`config.mk`:
```
export PLATFORM = sky130hd
export DESIGN_NAME = recharge_series_statistics
export DESIGN_NICKNAME = d
export VERILOG_FILES = /design/src/rtl/rss_pkg.sv /design/src/rtl/recharge_series_statistics.sv
export SDC_FILE = /design/constraint.sdc
export NUM_CORES = 2
export LEC_CHECK = 0
export CORE_AREA = 3 3 519 521
export DETAILED_ROUTE_END_ITERATION = 10
export DIE_AREA = 0 0 522 524
export DONT_BUFFER_PORTS = 1
export MAX_ROUTING_LAYER = met4
export PLACE_DENSITY_LB_ADDON = 0.08
export SYNTH_ARGS = -nofsm -noshare
export SYNTH_HDL_FRONTEND = slang
export SYNTH_SLANG_ARGS = --single-unit
```
`constraint.sdc`:
```
create_clock -name clock -period 5.8 [get_ports clock]
set_input_delay 0.87 -clock clock [delete_from_list [all_inputs] [get_ports clock]]
set_output_delay 0.87 -clock clock [all_outputs]
set_load 0.02 [all_outputs]
```
`src/rtl/rss_pkg.sv`:
```
package rss_pkg;

   localparam int SERIES_DEPTH_DEFAULT = 16;
   localparam int FIXED_SHIFT_DEFAULT  = 3;
   localparam int BLEND_SHIFT_DEFAULT  = 2;

   localparam logic [31:0] WINDOW_RESET = 32'd65536;

   localparam logic [1:0] SEL_RECHARGE = 2'd0;
   localparam logic [1:0] SEL_UPTIME   = 2'd1;

   typedef enum logic [1:0] {
      CMD_CLEAR  = 2'd0,
      CMD_RECORD = 2'd1,
      CMD_QUERY  = 2'd2,
      CMD_NOP    = 2'd3
   } cmd_type;

   typedef enum logic [2:0] {
      ST_IDLE,
      ST_EXEC,
      ST_WALK,
      ST_DRAIN,
      ST_DIV,
      ST_FINISH
   } state_type;

   typedef struct packed {
      cmd_type     cmd;
      logic [31:0] recharge_len;
      logic [31:0] up_time;
      logic [31:0] now;
      logic        use_window;
      logic [31:0] base;
      logic [1:0]  which_series;
   } req_type;

   typedef struct packed {
      logic [31:0] average;
      logic [31:0] ewma_recharge;
      logic        series_full;
   } rsp_type;

endpackage

```
`src/rtl/recharge_series_statistics.sv`:
```
// Record, clear and no-op transactions run execute, then finish loads the result.
// A query walks the n stored entries through the store memories, drains the last read
// and then runs the bit-serial divider; an empty query goes straight to the divider.
// A new transaction is taken only in idle; finish waits while a held rsp is stalled.
// Synchronous reset clears write pointer, full flag and EWMA and sets the window
// to 65536 ticks; the store memories are not cleared and need no clearing pass.
module recharge_series_statistics #(
   parameter int SERIES_DEPTH = rss_pkg::SERIES_DEPTH_DEFAULT,
   parameter int FIXED_SHIFT  = rss_pkg::FIXED_SHIFT_DEFAULT,
   parameter int BLEND_SHIFT  = rss_pkg::BLEND_SHIFT_DEFAULT
) (
   input  logic             clock,
   input  logic             reset,
   input  logic             req_valid,
   output logic             req_ready,
   input  rss_pkg::req_type req_data,
   output logic             rsp_valid,
   input  logic             rsp_ready,
   output rss_pkg::rsp_type rsp_data,
   input  logic             csr_valid,
   output logic             csr_ready,
   input  logic [31:0]      csr_data
);
   import rss_pkg::*;

   localparam int PTR_W = $clog2(SERIES_DEPTH);
   localparam int CNT_W = $clog2(SERIES_DEPTH + 1);

   state_type state_ff, state_in;
   req_type   req_ff, req_in;
   rsp_type   rsp_ff, rsp_in;
   logic      rsp_valid_ff, rsp_valid_in;

   logic [PTR_W-1:0] ptr_ff, ptr_in;
   logic             full_ff, full_in;
   logic [31:0]      ewma_ff, ewma_in;
   logic [31:0]      window_ff, window_in;

   logic [31:0]      cutoff_ff, cutoff_in;
   logic [CNT_W-1:0] n_ff, n_in;
   logic [PTR_W-1:0] walk_ff, walk_in;
   logic             rd_live_ff, rd_live_in;
   logic             rd_first_ff, rd_first_in;
   logic [31:0]      sum_ff, sum_in;
   logic [CNT_W-1:0] cnt_ff, cnt_in;
   logic [31:0]      newest_stamp_ff, newest_stamp_in;
   logic [31:0]      newest_val_ff, newest_val_in;
   logic [31:0]      quo_ff, quo_in;
   logic [CNT_W-1:0] rem_ff, rem_in;
   logic [CNT_W-1:0] div_ff, div_in;
   logic [4:0]       step_ff, step_in;

   logic [31:0] rech_mem  [SERIES_DEPTH];
   logic [31:0] up_mem    [SERIES_DEPTH];
   logic [31:0] stamp_mem [SERIES_DEPTH];
   logic [31:0] rech_q_ff, up_q_ff, stamp_q_ff;

   logic             mem_we;
   logic             rsp_load;
   logic [CNT_W-1:0] n_now;
   logic             walk_last;
   logic [31:0]      sel_val;
   logic             take;
   logic             newer;
   logic [31:0]      sum_acc;
   logic [CNT_W-1:0] cnt_acc;
   logic [31:0]      rech_fixed;
   logic [31:0]      blend_sum;
   logic [CNT_W:0]   shifted;
   logic [CNT_W:0]   diff;
   logic             ge;

   assign n_now     = full_ff ? CNT_W'(SERIES_DEPTH) : CNT_W'(ptr_ff);
   assign walk_last = (CNT_W'(walk_ff) == n_ff - CNT_W'(1));

   always_comb begin
      case (req_ff.which_series)
         SEL_RECHARGE: sel_val = rech_q_ff;
         SEL_UPTIME:   sel_val = up_q_ff;
         default:      sel_val = stamp_q_ff;
      endcase
   end

   assign take    = rd_live_ff && (!req_ff.use_window || (cutoff_ff < stamp_q_ff));
   assign newer   = rd_live_ff && (rd_first_ff || (newest_stamp_ff < stamp_q_ff));
   assign sum_acc = sum_ff + (take ? sel_val : 32'd0);
   assign cnt_acc = cnt_ff + CNT_W'(take);

   // Blend (2^B - 1) * avg + f as (avg << B) - avg + f, all modulo 2^32.
   assign rech_fixed = req_ff.recharge_len << FIXED_SHIFT;
   assign blend_sum  = (ewma_ff << BLEND_SHIFT) - ewma_ff + rech_fixed;

   assign shifted = {rem_ff, quo_ff[31]};
   assign diff    = shifted - {1'b0, div_ff};
   assign ge      = (shifted >= {1'b0, div_ff});

   // Next state.
   always_comb begin
      state_in = state_ff;
      case (state_ff)
         ST_IDLE: begin
            if (req_valid) state_in = ST_EXEC;
         end
         ST_EXEC: begin
            if (req_ff.cmd == CMD_QUERY) begin
               state_in = (n_now == '0) ? ST_DIV : ST_WALK;
            end else begin
               state_in = ST_FINISH;
            end
         end
         ST_WALK: begin
            if (walk_last) state_in = ST_DRAIN;
         end
         ST_DRAIN: state_in = ST_DIV;
         ST_DIV: begin
            if (step_ff == 5'd31) state_in = ST_FINISH;
         end
         ST_FINISH: begin
            if (!rsp_valid_ff || rsp_ready) state_in = ST_IDLE;
         end
         default: state_in = ST_IDLE;
      endcase
   end

   // Control outputs.
   always_comb begin
      req_ready = (state_ff == ST_IDLE);
      csr_ready = 1'b1;
      mem_we    = (state_ff == ST_EXEC) && (req_ff.cmd == CMD_RECORD);
      rsp_load  = (state_ff == ST_FINISH) && (!rsp_valid_ff || rsp_ready);
   end

   always_comb begin
      req_in          = req_ff;
      rsp_in          = rsp_ff;
      rsp_valid_in    = rsp_valid_ff;
      ptr_in          = ptr_ff;
      full_in         = full_ff;
      ewma_in         = ewma_ff;
      window_in       = window_ff;
      cutoff_in       = cutoff_ff;
      n_in            = n_ff;
      walk_in         = walk_ff;
      rd_live_in      = 1'b0;
      rd_first_in     = 1'b0;
      sum_in          = sum_ff;
      cnt_in          = cnt_ff;
      newest_stamp_in = newest_stamp_ff;
      newest_val_in   = newest_val_ff;
      quo_in          = quo_ff;
      rem_in          = rem_ff;
      div_in          = div_ff;
      step_in         = step_ff;

      if (csr_valid) window_in = csr_data;
      if (req_valid && req_ready) req_in = req_data;

      if (rsp_valid_ff && rsp_ready) rsp_valid_in = 1'b0;
      if (rsp_load) begin
         rsp_valid_in         = 1'b1;
         rsp_in.average       = quo_ff;
         rsp_in.ewma_recharge = ewma_ff;
         rsp_in.series_full   = full_ff;
      end

      // Entries read in the previous cycle are folded in during both walk and drain.
      if (rd_live_ff) begin
         sum_in = sum_acc;
         cnt_in = cnt_acc;
         if (newer) begin
            newest_stamp_in = stamp_q_ff;
            newest_val_in   = sel_val;
         end
      end

      case (state_ff)
         ST_EXEC: begin
            quo_in  = 32'd0;
            sum_in  = 32'd0;
            cnt_in  = '0;
            walk_in = '0;
            n_in    = n_now;
            rem_in  = '0;
            step_in = 5'd0;
            div_in  = CNT_W'(1);
            cutoff_in = (window_ff < req_ff.now) ? (req_ff.now - window_ff) : 32'd0;
            case (req_ff.cmd)
               CMD_CLEAR: begin
                  ptr_in  = '0;
                  full_in = 1'b0;
                  ewma_in = 32'd0;
               end
               CMD_RECORD: begin
                  ewma_in = (ewma_ff == 32'd0) ? rech_fixed : (blend_sum >> BLEND_SHIFT);
                  if (ptr_ff == PTR_W'(SERIES_DEPTH - 1)) begin
                     ptr_in  = '0;
                     full_in = 1'b1;
                  end else begin
                     ptr_in = ptr_ff + PTR_W'(1);
                  end
               end
               CMD_QUERY: begin
                  // An empty series averages the base value over a count of one.
                  quo_in = req_ff.base << FIXED_SHIFT;
               end
               default: begin
               end
            endcase
         end
         ST_WALK: begin
            rd_live_in  = 1'b1;
            rd_first_in = (walk_ff == '0);
            walk_in     = walk_ff + PTR_W'(1);
         end
         ST_DRAIN: begin
            rem_in  = '0;
            step_in = 5'd0;
            if (!req_ff.use_window) begin
               quo_in = sum_acc << FIXED_SHIFT;
               div_in = n_ff;
            end else if (cnt_acc == '0) begin
               quo_in = (newer ? sel_val : newest_val_ff) << FIXED_SHIFT;
               div_in = CNT_W'(1);
            end else begin
               quo_in = sum_acc << FIXED_SHIFT;
               div_in = cnt_acc;
            end
         end
         ST_DIV: begin
            quo_in  = {quo_ff[30:0], ge};
            rem_in  = ge ? diff[CNT_W-1:0] : shifted[CNT_W-1:0];
            step_in = step_ff + 5'd1;
         end
         default: begin
         end
      endcase
   end

   always_ff @(posedge clock) begin
      if (reset) begin
         state_ff     <= ST_IDLE;
         rsp_valid_ff <= 1'b0;
         ptr_ff       <= '0;
         full_ff      <= 1'b0;
         ewma_ff      <= 32'd0;
         window_ff    <= WINDOW_RESET;
         rd_live_ff   <= 1'b0;
      end else begin
         state_ff     <= state_in;
         rsp_valid_ff <= rsp_valid_in;
         ptr_ff       <= ptr_in;
         full_ff      <= full_in;
         ewma_ff      <= ewma_in;
         window_ff    <= window_in;
         rd_live_ff   <= rd_live_in;
      end
   end

   always_ff @(posedge clock) begin
      req_ff          <= req_in;
      rsp_ff          <= rsp_in;
      cutoff_ff       <= cutoff_in;
      n_ff            <= n_in;
      walk_ff         <= walk_in;
      rd_first_ff     <= rd_first_in;
      sum_ff          <= sum_in;
      cnt_ff          <= cnt_in;
      newest_stamp_ff <= newest_stamp_in;
      newest_val_ff   <= newest_val_in;
      quo_ff          <= quo_in;
      rem_ff          <= rem_in;
      div_ff          <= div_in;
      step_ff         <= step_in;
   end

   // Store memories: one write port at the write pointer, one registered read port.
   always_ff @(posedge clock) begin
      if (mem_we) begin
         rech_mem[ptr_ff]  <= req_ff.recharge_len;
         up_mem[ptr_ff]    <= req_ff.up_time;
         stamp_mem[ptr_ff] <= req_ff.now;
      end
      rech_q_ff  <= rech_mem[walk_ff];
      up_q_ff    <= up_mem[walk_ff];
      stamp_q_ff <= stamp_mem[walk_ff];
   end

   assign rsp_valid = rsp_valid_ff;
   assign rsp_data  = rsp_ff;

endmodule

```
==> results.py <==
metrics = {
    "power": {
        "p_total_mw": 44.68,
        "intPower_mw": 30.56,
        "vdd_drop_max_mv": 0.2617,
        "p_seq_frac": 0.428,
        "p_sw_mw": 14.12,
        "swShare": 0.3160,
        "power_frac_clock": 0.310,
        "power_density_mw_per_mm2": 483.9,
        "comb_power_share": 0.261,
        "p_leak_nw": 30.58,
    },
    "synth": {
        "ys_top_cells_by_area": "edfxtp_1, mux4_2, dfxtp_1",
        "synth_nets": 4626,
        "yosys_warnings": 0,
        "synthTopCellsByCount": "edfxtp_1, mux4_2, inv_1",
        "synth_compound_area_frac": 0.03860,
        "synth_adder_area_share": 0.03426,
        "syn_inst": 4257,
        "synth_area_mm2": 0.07947,
        "ys.flop_type": "edfxtp_1",
        "synth_xor_area_frac": 0.01091,
        "synth-simple-area-share": 0.03086,
        "yosys.area.top_type": "edfxtp_1",
        "synthDominantCellAreaShare": 0.6718,
        "yosysUniqueCellTypes": 76,
        "avgSynthCellArea_um2": 18.67,
        "synth_top_family_by_area": "multiplexers",
        "ys_seq_elements": 1977,
        "synth-seq-area-share": 0.7219,
        "synth_edf_count": 1778,
        "synthMuxAreaShare": 0.1431,
        "synth.most_common_cell": "edfxtp_1",
        "async_reset_ff_frac": 0,
    },
    "routing": {
        "drt_wl_total_um": 231700,
        "num_vias": 39750,
        "post-route-drc-count": 0,
        "avgViaCountPerCell": 4.842,
        "firstDrtPassIters": 6,
        "post_drt_wl_per_cell_um": 28.22,
        "drtAntennaViolNets": 0,
        "initialDrtViolationCount": 3201,
    },
    "grt": {
        "grtUsageTotal": 0.1722,
        "grt_pass1_vias": 41716,
        "overflow": 0,
        "grt_max_degree": 100,
        "grt_pass1_wl_um": 324800,
        "antenna_found_initial": 44,
    },
    "die": {
        "initial_core_util": 0.2998,
        "die_w_um": 522,
        "core-area_mm2": 0.2651,
        "die_height_um": 524,
        "io_pins": 238,
        "dieArea_mm2": 0.2735,
        "core.rowCount": 189,
    },
    "finish": {
        "area_delta_synth_final_pct": 16.18,
        "nets": 4843,
        "fillers": 24863,
        "utilization": 0.3483,
        "drive_above_1_share": 0.2016,
    },
    "setup_path": {
        "critPathRequiredTime_ns": 6.35,
        "arrival_ns": 5.76,
        "critPathSlowestCell": "dfxtp_1",
        "cp-start-kind": "flop",
        "crit_path_max_fanout": 29,
        "crit_type": "flop to flop",
        "end_kind": "flop",
        "worstPathCellList": "inv_1 > ha_1 > a21o_1 > a211oi_1 > o21ai_0 > a31oi_1 > o211ai_1 > buf_12 > nor2b_1 > ha_1 > nor2b_1 > o31a_1 > a211o_1 > o21ai_1 > a22o_1 > o21ai_1 > o41ai_1 > xnor2_1 > xnor2_1 > o221ai_1",
        "slowest_delay_ns": 0.38,
    },
    "clock_tree": {
        "clock_latency_ns": 0.89,
        "htreeDepth": 4,
        "cts_resized": 0,
        "cts-root-buf": "clkbuf_16",
        "cts_buffer_depth": 4,
        "cts.clk_slew.worst_paths_ns": 0.06,
        "numCtsBuffers": 229,
        "cts_tree": "yes",
        "clkSinkCount": 1977,
    },
    "min_path": {
        "hold_class": "primary input to flop",
    },
    "timing": {
        "rsz0062_at_grt": "false",
        "fmaxAchievable_mhz": 192.2,
        "fin_skew_ns": 0.09171,
        "maxSlewHeadroom": 0.2241,
        "post-route-min-period_ns": 5.203,
        "hold_viol": 0,
        "drv_slew": 0,
        "min_period_over_period": 0.8971,
        "worstMarginPinSlew_ns": 1.152,
        "setup_viol": 0,
    },
    "placement": {
        "gp_congestion": 0.7833,
        "dp_hpwl_um": 136700,
        "numPortBuffers": 0,
    },
    "job": {
        "cap_violations": 0,
    },
    "status": {
        "outcome": "completed",
    },
}
layout make-up:
type	count	area, um^2	area share
diodes	13	32.53	0.0003523
multi-input cells	1857	20630	0.2235
flip-flops and latches	1977	57380	0.6214
repair buffers	157	1764	0.01911
inverters	252	947.2	0.01026
clock buffers	317	6312	0.06836
well taps	3533	4420	0.04787
clock inverters	103	845.8	0.009160
kinds of logic (layout without fill, tap and decap cells):
group	count (synthesis)	after routing
flip-flops	1977	1977
multiplexers	573	573
AND/OR/NAND/NOR	520	520
AO/OA/AOI/OAI	465	465
buffers and inverters	423	829
adder cells (fa/ha/maj)	199	199
XOR/XNOR	99	99
other	1	14
flip-flops by register name, summed over array words and instances, names as in the netlist, 65 cells and up:
| signal | count |
|---|---|
| stamp_mem | 512 |
| rsp_data | 65 |
| rech_mem | 464 |
| req_ff | 95 |
| up_mem | 464 |
placed cells by master, fill, tap and decap left out, types with 40 or more instances in the layout:
master / instances
mux4_2: 450
clkbuf_16: 230
inv_1: 250
xnor2_1: 52
clkbuf_1: 64
buf_12: 40
nor2_1: 198
nor2b_1: 45
edfxtp_1: 1778
a21o_1: 60
a21oi_1: 113
dfxtp_1: 198
clkinv_1: 45
nand2_1: 94
xor2_1: 47
buf_4: 83
mux2i_1: 115
o21ai_0: 106
ha_1: 168
what timing repair did:
item / in CTS / in global routing
hold buffers: 34 / 0
setup buffers: 0 / 0
hold endpoints to repair: 34 / 0
worst max-delay path, delay by kind of cell, from the launching register on:
kind	cells	cell delay, ns
fa+ha+maj	2	0.57
flops	1	0.38
xor+xnor	2	0.39
compound gates	12	2.92
buf+inv	2	0.30
simple gates	2	0.30
worst paths after layout:
path         slack, ns      startpoint  cells after the start                   to
min reg2reg       0.43  stamp_q_ff[31]                      0  newest_stamp_ff[31]
max               0.60   stamp_q_ff[4]                     20           quo_ff[31]
min               0.08           reset                      1          ewma_ff[11]
max reg2reg       0.60   stamp_q_ff[4]                     20           quo_ff[31]
routing by layer:
layer / global-route usage / share of wire / vias up
met3: 0.02246 / 0.036 / 315
met2: 0.2707 / 0.47 / 866
met1: 0.2366 / 0.47 / 21148
met5: - / 0 / -
met4: 0.04393 / 0.026 / 0
li1: - / - / 17421
per-stage QoR:
| step | area [um^2] | setup TNS, ns | cells | hold WS, ns | worst slack, ns |
|---|---|---|---|---|---|
| 2_1_floorplan | 79480 | -14.17 | 4257 | 0.4082 | -0.01803 |
| 3_3_place_gp | 84800 | 0 | 7742 | 0.4142 | 0.5660 |
| 3_5_place_dp | 84800 | 0 | 7742 | 0.4161 | 0.5713 |
| 4_1_cts | 92300 | 0 | 8196 | 0.001241 | 0.5139 |
| 5_1_grt | 92320 | 0 | 8203 | 0.02207 | 0.1689 |
| 6_report | 92330 | 0 | 8209 | 0.08013 | 0.5967 |
power by group through the flow:
| stage | clock [mW] | combinational [mW] | sequential [mW] |
|---|---|---|---|
| floorplan | 0 | 8.07 | 18.7 |
| global placement | 0 | 12.0 | 19.5 |
| detailed placement | 0 | 11.9 | 19.5 |
| CTS | 14.3 | 12.0 | 19.2 |
| global route | 14.9 | 12.9 | 19.3 |
| finish | 13.9 | 11.7 | 19.1 |
Power figures use the tool's default switching activity.
